**src/rtl/core/bfs_am_pkg.sv**
```systemverilog
// Package with the types and constants of the breadth-first search block.
package bfs_am_pkg;

   localparam int FIELD_VERTICES       = 16;
   localparam int MAX_VERTICES_DEFAULT = 16;
   localparam int COUNT_W              = 5;

   localparam logic [COUNT_W-1:0] VERTEX_COUNT_RESET = 5'd16;

   localparam logic REQ_LOAD   = 1'b0;
   localparam logic REQ_SEARCH = 1'b1;

   typedef struct packed {
      logic        req_type;
      logic [3:0]  row_index;
      logic [15:0] row_bits;
      logic [3:0]  source;
   } req_payload_type;

   typedef struct packed {
      logic [3:0] vertex;
      logic       bad_source;
      logic       last;
   } rsp_payload_type;

endpackage

```
**src/rtl/core/bfs_adjacency_matrix_top.sv**
```systemverilog
// Breadth-first search over an adjacency bit matrix, with its sequencer and storage.
//
// Usage: the req_ channel carries items of two kinds. A load item writes one
// adjacency row and gives no result. A search item gives the source vertex,
// and the block then sends one rsp_ item per reached vertex in breadth-first
// order, with last set on the final one. A source at or beyond the vertex count
// gives a single item with bad_source and last set, through S_BAD and the output
// register. The csr_ channel writes vertex_count and is always ready; the user
// must write it only while the block is idle, as the block does not enforce it.
// A search is run by one sequencer: each dequeued vertex goes through a queue
// read (S_DEQ), a row read (S_ROW), a neighbour scan over every vertex in use
// (a single shared test-and-enqueue step, S_SCAN) and a hand-over of the result
// (S_EMIT). req_stall stays high until the search is over.
// The result sits in an output register, so the scan of the next vertex goes on
// while rsp_stall holds the current result; the sequencer waits only when a new
// result is ready and the register is still full.
// Reset (synchronous) clears the adjacency matrix, sets vertex_count to 16 and
// empties the output register.
module bfs_adjacency_matrix_top
   import bfs_am_pkg::*;
#(
   parameter int MAX_VERTICES = MAX_VERTICES_DEFAULT
) (
   input  logic                 clock,
   input  logic                 reset,
   input  logic                 req_valid,
   output logic                 req_stall,
   input  req_payload_type      req_data,
   output logic                 rsp_valid,
   input  logic                 rsp_stall,
   output rsp_payload_type      rsp_data,
   input  logic                 csr_valid,
   output logic                 csr_ready,
   input  logic [COUNT_W-1:0]   csr_data
);

   localparam int NV = (MAX_VERTICES < FIELD_VERTICES) ? MAX_VERTICES : FIELD_VERTICES;
   localparam int IW = $clog2(NV);
   localparam int CW = $clog2(NV + 1);
   localparam logic [COUNT_W-1:0] NV_CNT = COUNT_W'(NV);

   localparam logic [2:0] S_IDLE = 3'd0;
   localparam logic [2:0] S_DEQ  = 3'd1;
   localparam logic [2:0] S_ROW  = 3'd2;
   localparam logic [2:0] S_SCAN = 3'd3;
   localparam logic [2:0] S_EMIT = 3'd4;
   localparam logic [2:0] S_BAD  = 3'd5;

   logic [2:0]          state_ff, state_in;
   logic [CW-1:0]       head_ff, head_in;
   logic [CW-1:0]       tail_ff, tail_in;
   logic [IW-1:0]       scan_ff, scan_in;
   logic [NV-1:0]       row_ff, row_in;
   logic [NV-1:0]       visited_ff, visited_in;
   logic [COUNT_W-1:0]  count_ff, count_in;
   logic                rsp_valid_ff, rsp_valid_in;
   rsp_payload_type     rsp_data_ff, rsp_data_in;
   logic [NV-1:0]       adj_ff [NV];
   logic [3:0]          queue_mem [NV];
   logic [IW-1:0]       q_rd_ff;

   logic                req_take;
   logic                rsp_free;
   logic [COUNT_W-1:0]  eff_cnt;
   logic [CW-1:0]       n_cnt;
   logic                src_bad;
   logic                row_ok;
   logic                adj_we;
   logic                q_we;
   logic [IW-1:0]       q_waddr;
   logic [3:0]          q_wdata;
   logic                scan_hit;
   logic                scan_end;
   logic                run_done;

   assign req_stall = (state_ff != S_IDLE);
   assign csr_ready = 1'b1;
   assign rsp_valid = rsp_valid_ff;
   assign rsp_data  = rsp_data_ff;

   assign req_take = req_valid && !req_stall;
   assign rsp_free = !rsp_valid_ff || !rsp_stall;

   // The vertex count is saturated to the number of rows held.
   assign eff_cnt = (count_ff > NV_CNT) ? NV_CNT : count_ff;
   assign n_cnt   = eff_cnt[CW-1:0];
   assign src_bad = (COUNT_W'(req_data.source) >= eff_cnt);
   assign row_ok  = (COUNT_W'(req_data.row_index) < NV_CNT);

   assign scan_hit = row_ff[scan_ff] && !visited_ff[scan_ff] && (tail_ff < n_cnt);
   assign scan_end = ((CW'(scan_ff) + CW'(1)) == n_cnt);
   assign run_done = (head_ff == tail_ff);

   assign adj_we = req_take && (req_data.req_type == REQ_LOAD) && row_ok;

   always_comb begin
      state_in     = state_ff;
      head_in      = head_ff;
      tail_in      = tail_ff;
      scan_in      = scan_ff;
      row_in       = row_ff;
      visited_in   = visited_ff;
      count_in     = count_ff;
      rsp_valid_in = rsp_valid_ff && rsp_stall;
      rsp_data_in  = rsp_data_ff;
      q_we         = 1'b0;
      q_waddr      = tail_ff[IW-1:0];
      q_wdata      = 4'(scan_ff);

      if (csr_valid && csr_ready) begin
         count_in = csr_data;
      end

      case (state_ff)
         S_IDLE: begin
            if (req_take && (req_data.req_type == REQ_SEARCH)) begin
               if (src_bad) begin
                  state_in = S_BAD;
               end else begin
                  // The source is the first entry of a fresh queue.
                  q_we       = 1'b1;
                  q_waddr    = '0;
                  q_wdata    = req_data.source;
                  head_in    = '0;
                  tail_in    = CW'(1);
                  visited_in = NV'(1) << req_data.source[IW-1:0];
                  state_in   = S_DEQ;
               end
            end
         end
         S_DEQ: begin
            head_in  = head_ff + CW'(1);
            state_in = S_ROW;
         end
         S_ROW: begin
            row_in   = adj_ff[q_rd_ff];
            scan_in  = '0;
            state_in = S_SCAN;
         end
         S_SCAN: begin
            if (scan_hit) begin
               q_we                = 1'b1;
               tail_in             = tail_ff + CW'(1);
               visited_in[scan_ff] = 1'b1;
            end
            if (scan_end) begin
               state_in = S_EMIT;
            end else begin
               scan_in = scan_ff + IW'(1);
            end
         end
         S_EMIT: begin
            if (rsp_free) begin
               rsp_valid_in           = 1'b1;
               rsp_data_in.vertex     = 4'(q_rd_ff);
               rsp_data_in.bad_source = 1'b0;
               rsp_data_in.last       = run_done;
               state_in               = run_done ? S_IDLE : S_DEQ;
            end
         end
         S_BAD: begin
            if (rsp_free) begin
               rsp_valid_in           = 1'b1;
               rsp_data_in.vertex     = '0;
               rsp_data_in.bad_source = 1'b1;
               rsp_data_in.last       = 1'b1;
               state_in               = S_IDLE;
            end
         end
         default: begin
            state_in = S_IDLE;
         end
      endcase
   end

   always_ff @(posedge clock) begin
      if (reset) begin
         state_ff     <= S_IDLE;
         head_ff      <= '0;
         tail_ff      <= '0;
         visited_ff   <= '0;
         count_ff     <= VERTEX_COUNT_RESET;
         rsp_valid_ff <= 1'b0;
      end else begin
         state_ff     <= state_in;
         head_ff      <= head_in;
         tail_ff      <= tail_in;
         visited_ff   <= visited_in;
         count_ff     <= count_in;
         rsp_valid_ff <= rsp_valid_in;
      end
   end

   always_ff @(posedge clock) begin
      scan_ff     <= scan_in;
      row_ff      <= row_in;
      rsp_data_ff <= rsp_data_in;
   end

   always_ff @(posedge clock) begin
      if (reset) begin
         for (int r = 0; r < NV; r++) begin
            adj_ff[r] <= '0;
         end
      end else if (adj_we) begin
         adj_ff[req_data.row_index[IW-1:0]] <= req_data.row_bits[NV-1:0];
      end
   end

   // Queue memory: written at the tail, read at the head with a registered output.
   always_ff @(posedge clock) begin
      if (q_we) begin
         queue_mem[q_waddr] <= q_wdata;
      end
      if (state_ff == S_DEQ) begin
         q_rd_ff <= queue_mem[head_ff[IW-1:0]][IW-1:0];
      end
   end

endmodule

```
**config.mk**
```make
export PLATFORM = sky130hd
export DESIGN_NAME = bfs_adjacency_matrix_top
export DESIGN_NICKNAME = d
export VERILOG_FILES = /design/src/rtl/core/bfs_am_pkg.sv /design/src/rtl/core/bfs_adjacency_matrix_top.sv
export SDC_FILE = /design/constraint.sdc
export NUM_CORES = 1
export LEC_CHECK = 0
export BUFFER_PORTS_ARGS = -buffer_cell sky130_fd_sc_hd__buf_2
export CELL_PAD_IN_SITES_DETAIL_PLACEMENT = 0
export CELL_PAD_IN_SITES_GLOBAL_PLACEMENT = 2
export CORE_AREA = 2 2 259 235
export CTS_CLUSTER_SIZE = 28
export DETAILED_ROUTE_END_ITERATION = 7
export DIE_AREA = 0 0 261 237
export PLACE_DENSITY = 0.62
export SLEW_MARGIN = 15
export SYNTH_ARGS = -nofsm -noshare
export SYNTH_HDL_FRONTEND = slang
export SYNTH_SLANG_ARGS = --single-unit
```
**constraint.sdc**
```tcl
create_clock -name clock -period 4 [get_ports clock]
set_input_delay 0.6 -clock clock [delete_from_list [all_inputs] [get_ports clock]]
set_output_delay 0.6 -clock clock [all_outputs]
set_load 0.05 [all_outputs]
```
After elaboration in Yosys (flattened, before gate mapping) --
Memories as Yosys holds them, arrays and structs flattened. A register that Yosys moved wholly into a read port is not among the register bits. Index checks and enable logic that the tools add are counted.
Storage, ports and cells: logic and storage cells 115, memories kept 2, register bits after elaboration 45, output and inout port bits 9, bits of input ports 35, memory bits (writable) 320
Cells by class: shift-type cells 1, bitwise logic cells 2, add/subtract/negate cells 4, muxes and demuxes 52, reductions and logical operators 25, eq/ne operators 14, $lt $le $gt $ge 5
Memories:
- adj_ff | words 16, width 16, rd ports 1, clocked after memory_dff 1, wr ports 16, RTL line bfs_adjacency_matrix_top.sv:58 | logic [NV-1:0] adj_ff [NV];
- queue_mem | words 16, width 4, rd ports 1, clocked after memory_dff 1, wr ports 1, RTL line bfs_adjacency_matrix_top.sv:59 | logic [3:0] queue_mem [NV];
Operators by type and width (count):
- 16-bit 2-to-1 mux | 4
- 4-bit 2-to-1 mux | 8
- 16-bit one-hot mux with 2 select lines | 1
- 5-bit 2-to-1 mux | 6
- 5-bit one-hot mux with 2 select lines | 2
- 3-bit one-hot mux with 6 select lines | 1
- 1-bit 2-to-1 mux | 17
- 16-bit OR | 1
- 16-bit OR reduction | 1
- 1-bit by 4-bit left shift with 16-bit output (first input constant) | 1
- 3-bit 2-to-1 mux | 5
- 2-bit != test (second input constant) | 7
- 6-bit 2-to-1 mux | 2
- 6-bit one-hot mux with 2 select lines | 1
- 5-bit by 1-bit adder with 5-bit output (second input constant) | 2
- 5-bit equality test | 2
- 1-bit binary-select mux with 4-bit select | 2
- 4-bit one-hot mux with 2 select lines | 1
- 4-bit AND reduction | 2
- 2-bit nonzero test | 4
- 1-bit logical AND | 7
- 3-bit by 2-bit equality test with 1-bit output (second input constant) | 2
- 3-bit equality test (second input constant) | 2
- 3-bit AND reduction | 2
- other kinds (17) | 20

Depth between registers and ports, before layout --
word-level depth 9, gate-level depth with buffers 11, depth with buffers taken out 9

Least setup slack after synthesis --
No wires, ideal clock.
path kind input -> register, start point in req_data[0] in the netlist's numbering, end point mem queue_mem[0][0] (data pin), arrival 2.959 ns, slack 0.710 ns, required time 3.670 ns, cell stages on the path 11, setup time 0.330 ns, buffers on the path 3, cells stage by stage clkbuf_1 inv_1 ha_1 nand2b_1 a21o_1 a21o_1 a221oi_1 clkbuf_1 buf_1 nand2_1 o21ai_0
On the way: word-level cells in the longest chain between the ends 4
Ends and longest elaborated chain:
- start: declaration | RTL line bfs_adjacency_matrix_top.sv:28 | input req_payload_type req_data,
- 4-bit by 5-bit greater-or-equal comparator with 1-bit output | RTL line bfs_adjacency_matrix_top.sv:87 | assign src_bad = (COUNT_W'(req_data.source) >= eff_cnt);
- 4-bit 2-to-1 mux (*) | RTL line bfs_adjacency_matrix_top.sv:117 | if (src_bad) begin
- 4-bit 2-to-1 mux (*) | RTL line bfs_adjacency_matrix_top.sv:116 | if (req_take && (req_data.req_type == REQ_SEARCH)) begin
- 4-bit 2-to-1 mux (*) | RTL line bfs_adjacency_matrix_top.sv:114 | case (state_ff)
- named net q_wdata[0] | RTL line bfs_adjacency_matrix_top.sv:71 | logic [3:0] q_wdata;
- end: declaration | RTL line bfs_adjacency_matrix_top.sv:59
The timed path passes the listed nets; every way through them passes the cells marked *.

Worst setup path in the final report --
start point reg count_ff[4], end point mem queue_mem[5][0], enable pin
On the way: word-level cells in the longest chain between the ends 8, elaborated cells between the ends (all ways) 14, those cells by class order compare: 3; mux: 10; reduce/logical: 1
Ends and longest elaborated chain:
- start: declaration | RTL line bfs_adjacency_matrix_top.sv:55 | logic [COUNT_W-1:0] count_ff, count_in;
- start signal: assignment | RTL line bfs_adjacency_matrix_top.sv:189 | count_ff <= count_in;
- 5-bit greater-than comparator | RTL line bfs_adjacency_matrix_top.sv:85 | assign eff_cnt = (count_ff > NV_CNT) ? NV_CNT : count_ff;
- 5-bit 2-to-1 mux (*) | RTL line bfs_adjacency_matrix_top.sv:85
- 4-bit by 5-bit greater-or-equal comparator with 1-bit output / 5-bit < comparator (equally long branches) | RTL line bfs_adjacency_matrix_top.sv:87, bfs_adjacency_matrix_top.sv:90
- 1-bit 2-to-1 mux / 1-bit logical AND (equally long branches) | RTL line bfs_adjacency_matrix_top.sv:117, bfs_adjacency_matrix_top.sv:90
- 1-bit 2-to-1 mux (on tied branches) | RTL line bfs_adjacency_matrix_top.sv:116, bfs_adjacency_matrix_top.sv:141
- 1-bit one-hot mux with 2 select lines | RTL line bfs_adjacency_matrix_top.sv:114
- 1-bit 2-to-1 mux | RTL line bfs_adjacency_matrix_top.sv:212 | if (q_we) begin
- 1-bit 2-to-1 mux (implied by the code) | RTL line bfs_adjacency_matrix_top.sv:213 | queue_mem[q_waddr] <= q_wdata;
Every way passes the cells marked *; elsewhere a longest branch is shown, timed or not.

==> results.md <==
- Run status: completed
- Final ANT Viol Nets: 0
- Area share of the largest cell type after synthesis: 0.597
- Pwr per Cell Area: 551 nW/um2
- Total of cells resized after clock tree synthesis: 0
- End-of-flow core utilization: 0.341
- Yosys warns: 0
- Power spent charging and discharging nets: ~3100 uW
- Part of the power in combinational logic: 0.197
- Async set or reset register ratio after synthesis: 0
- Die extent in y: between 200 and 250 um
- Final GP Congestion: roughly 0.77
- Number of synthesized register bits: slightly below 400
- Synth top area cells: sky130_fd_sc_hd__edfxtp_1 60%, sky130_fd_sc_hd__mux4_2 13%, sky130_fd_sc_hd__and2_1 9.3%
- Library cells used by synthesis: 57
- Floorplan die width: between 200 and 300 um
- Layout Skew: 0.0315 ns
- Ant. Diodes: 0
- Crit path capture: queue_mem[5][0]
- RSZ-0062 raised after global routing: no
- Wire per inst: 23.2 um
- Clock-pin slew reported for the worst setup and hold paths after clock tree synthesis: 0.06 ns
- Number of antenna violations at the first check in global routing: 3
- Final-report hold violation count: 0
- Arrival time worst endpoint: about 3.5 ns
- Biggest area consumer among synthesized cells: sky130_fd_sc_hd__edfxtp_1
- Via count: ~10k
- Clock H-tree levels: 2
- TritonCTS Sinks: roughly 390
- Fin crit period: 3.34 ns
- Static leakage: 0.00709 uW
- Endpoint of the worst register-to-register path: queue_mem[5][0]
- DRC Markers: 0
- Register-to-register path setup slack: 0.66 ns
- Setup crit start kind: flip-flop
- Crit-path max FO: 17
- Clock Latency Late Sink: 0.58 ns
- Total routed wirelength: 46.5 mm
- DRT iter0 DRCs: 729
- Classification of the worst setup path: flip-flop to flip-flop
- FILL cells: 5795
- Overall global routing resource usage: 0.154
- Area delta synth->final: 14.9%
- Cell area after technology mapping: 17600 um2
- Remaining global-route overflow: 0
- Reg2Reg Depth: 9
- Clock share of power: 0.353
- CP required: 4.21 ns
- First-pass iteration count of the detailed router: 5
- Hold Path Cell Cnt: 3
- Largest vdd supply drop: 0.290 mV
- CP startpoint: count_ff[4]
- Number of global-route vias before repair: 10.2k
- Count of final max-slew check failures: 0
- Portion of total power attributed to sequential cells: 0.451
- Initial Util: 0.297
- Worst R2R Start: count_ff[4]
- Site Rows: 85
- Root buffer cell: sky130_fd_sc_hd__clkbuf_16
- Most frequent standard cell in the layout excluding fill and tap cells: sky130_fd_sc_hd__edfxtp_1
- Post-CTS setup buffer count: 0
- Number of enable-type register cells in the synthesized netlist: 350
- Largest net degree at the start of global routing: 39
- CTS tree: built
- Proportion of synthesized chip area in sequential cells: 0.637
- Max-Cap Viols: 0
- Post-synthesis instance total: 1149
- Number of buffers between clock root and the deepest sink: 3
- Commonest register cell after synthesis: sky130_fd_sc_hd__edfxtp_1
- Switching Share: 0.278
- Worst slew pin tran: 1.05 ns
- Tcrit/Tclk final: 0.835
- Max_slew headroom: 0.299
- Minimum hold slack: around 0.28 ns
- Post-Syn Nets: 1198
- Post-CTS Hold Fix Bufs: 0
- Final worst slack: between 0.6 and 0.7 ns
- TNS Setup: 0 ns
- Avg Cell Area, Syn: 15.3 um2
- Post-placement worst setup slack: 0.668 ns
- Area of the die: 61900 um2
- Floorplan core area: roughly 60000 um2
- Fraction of layout cells with a size suffix above 1: 0.230
- Total Nets Final: 1240
- Setup-violating endpoint count in the final report: 0
- Classification of the worst-slack hold path: input pin to flip-flop
- Vias/cell: around 5
- I/O Buffers: 42
- Number of buffers created by CTS: 43
- Maximum achievable frequency: 0.300 GHz
- Total half-perimeter wirelength after legalization and detailed placement: 29.8 mm
- Internal cell power: about 8000 uW
- Top library cells by usage in the layout, fill and taps aside: 350 x sky130_fd_sc_hd__edfxtp_1, 263 x sky130_fd_sc_hd__and2_1, 103 x sky130_fd_sc_hd__mux4_2
- I/O pin total: 44
- Crit path capture type: flip-flop
- Wire length of the first global-routing pass: 69.8 mm
per-layer routing:
| layer | track usage | vias up | wire, um |
|---|---|---|---|
| li1 | - | 4466 | - |
| met1 | 0.219 | 5032 | 21600 |
| met2 | 0.240 | 205 | 21500 |
| met3 | 0.0279 | 75 | 2160 |
| met4 | 0.0458 | 2 | 1180 |
| met5 | 0 | - | 13 |
power groups by stage:
stage          registers, uW  logic [uW]  clock network [uW]
2_1_floorplan           4920        1590                   0
3_3_place_gp            5110        2230                   0
3_5_place_dp            5110        2230                   0
4_1_cts                 5030        2230                4030
5_1_grt                 5060        2370                4190
6_report                5020        2190                3930
worst min-delay path by stage:
stage,from,slack [ns],end
2_1_floorplan,count_ff[3],0.46,count_ff[3]
4_1_cts,csr_data[4],0.24,count_ff[4]
3_5_place_dp,rsp_valid,0.52,rsp_valid
6_report,csr_data[4],0.28,count_ff[4]
3_3_place_gp,rsp_valid,0.50,rsp_valid
5_1_grt,csr_data[4],0.26,count_ff[4]
kinds of logic after synthesis:
logic type | synth area share
flops | 0.637
other cells | 0.000213
fa+ha+maj | 0.00995
compound gates | 0.0414
simple gates | 0.144
mux | 0.136
buf+inv | 0.0247
xor+xnor | 0.00725
state kept, by name, summed over array words and instances, names as in the netlist:
signal      cells
visited_ff     16
state_ff        3
head_ff         5
scan_ff         4
tail_ff         5
count_ff        5
q_rd_ff         4
queue_mem      64
adj_ff        256
row_ff         16
rsp_valid       1
rsp_data        6
cell usage after synthesis, drive strengths merged (7+ instances only):
master,instances
inv,10
o21ai,19
o311a,15
mux2i,7
nor3,9
nand3,21
nand2,31
o221ai,15
ha,14
clkbuf,62
dfxtp,35
nor2,34
nand4,11
mux4,103
nor3b,8
a21oi,26
nor4,7
and2,263
edfxtp,350
buf,29
nor2b,10
layout make-up:
cell class	instances	area, um2	share of cell area
Clock buffer	62	1210	0.0598
Clock inverter	16	168	0.00829
Inverter	11	41.3	0.00204
Multi-Input combinational cell	662	6020	0.298
Sequential cell	385	11200	0.554
Tap cell	783	980	0.0484
Timing Repair Buffer	88	593	0.0293
worst max-delay path, cell delays in order, from the launching register on:
cell,delay [ns]
sky130_fd_sc_hd__dfxtp_1,0.40
sky130_fd_sc_hd__clkinv_1,0.34
sky130_fd_sc_hd__nand2_1,0.25
sky130_fd_sc_hd__ha_1,0.28
sky130_fd_sc_hd__a21oi_1,0.16
sky130_fd_sc_hd__nand2_1,0.10
sky130_fd_sc_hd__a2111oi_4,0.38
sky130_fd_sc_hd__o21ai_2,0.29
sky130_fd_sc_hd__nor3_1,0.24
sky130_fd_sc_hd__nor3b_1,0.54
stage by stage:
step | std cells | cell area [um2] | total power (uW)
6_report | 2007 | 20200 | 11100
4_1_cts | 2007 | 20200 | 11300
5_1_grt | 2007 | 20200 | 11600
3_3_place_gp | 1929 | 18800 | 7340
2_1_floorplan | 1149 | 17600 | 6510
3_5_place_dp | 1929 | 18800 | 7330
No activity file was read; power rests on OpenSTA's default activity.
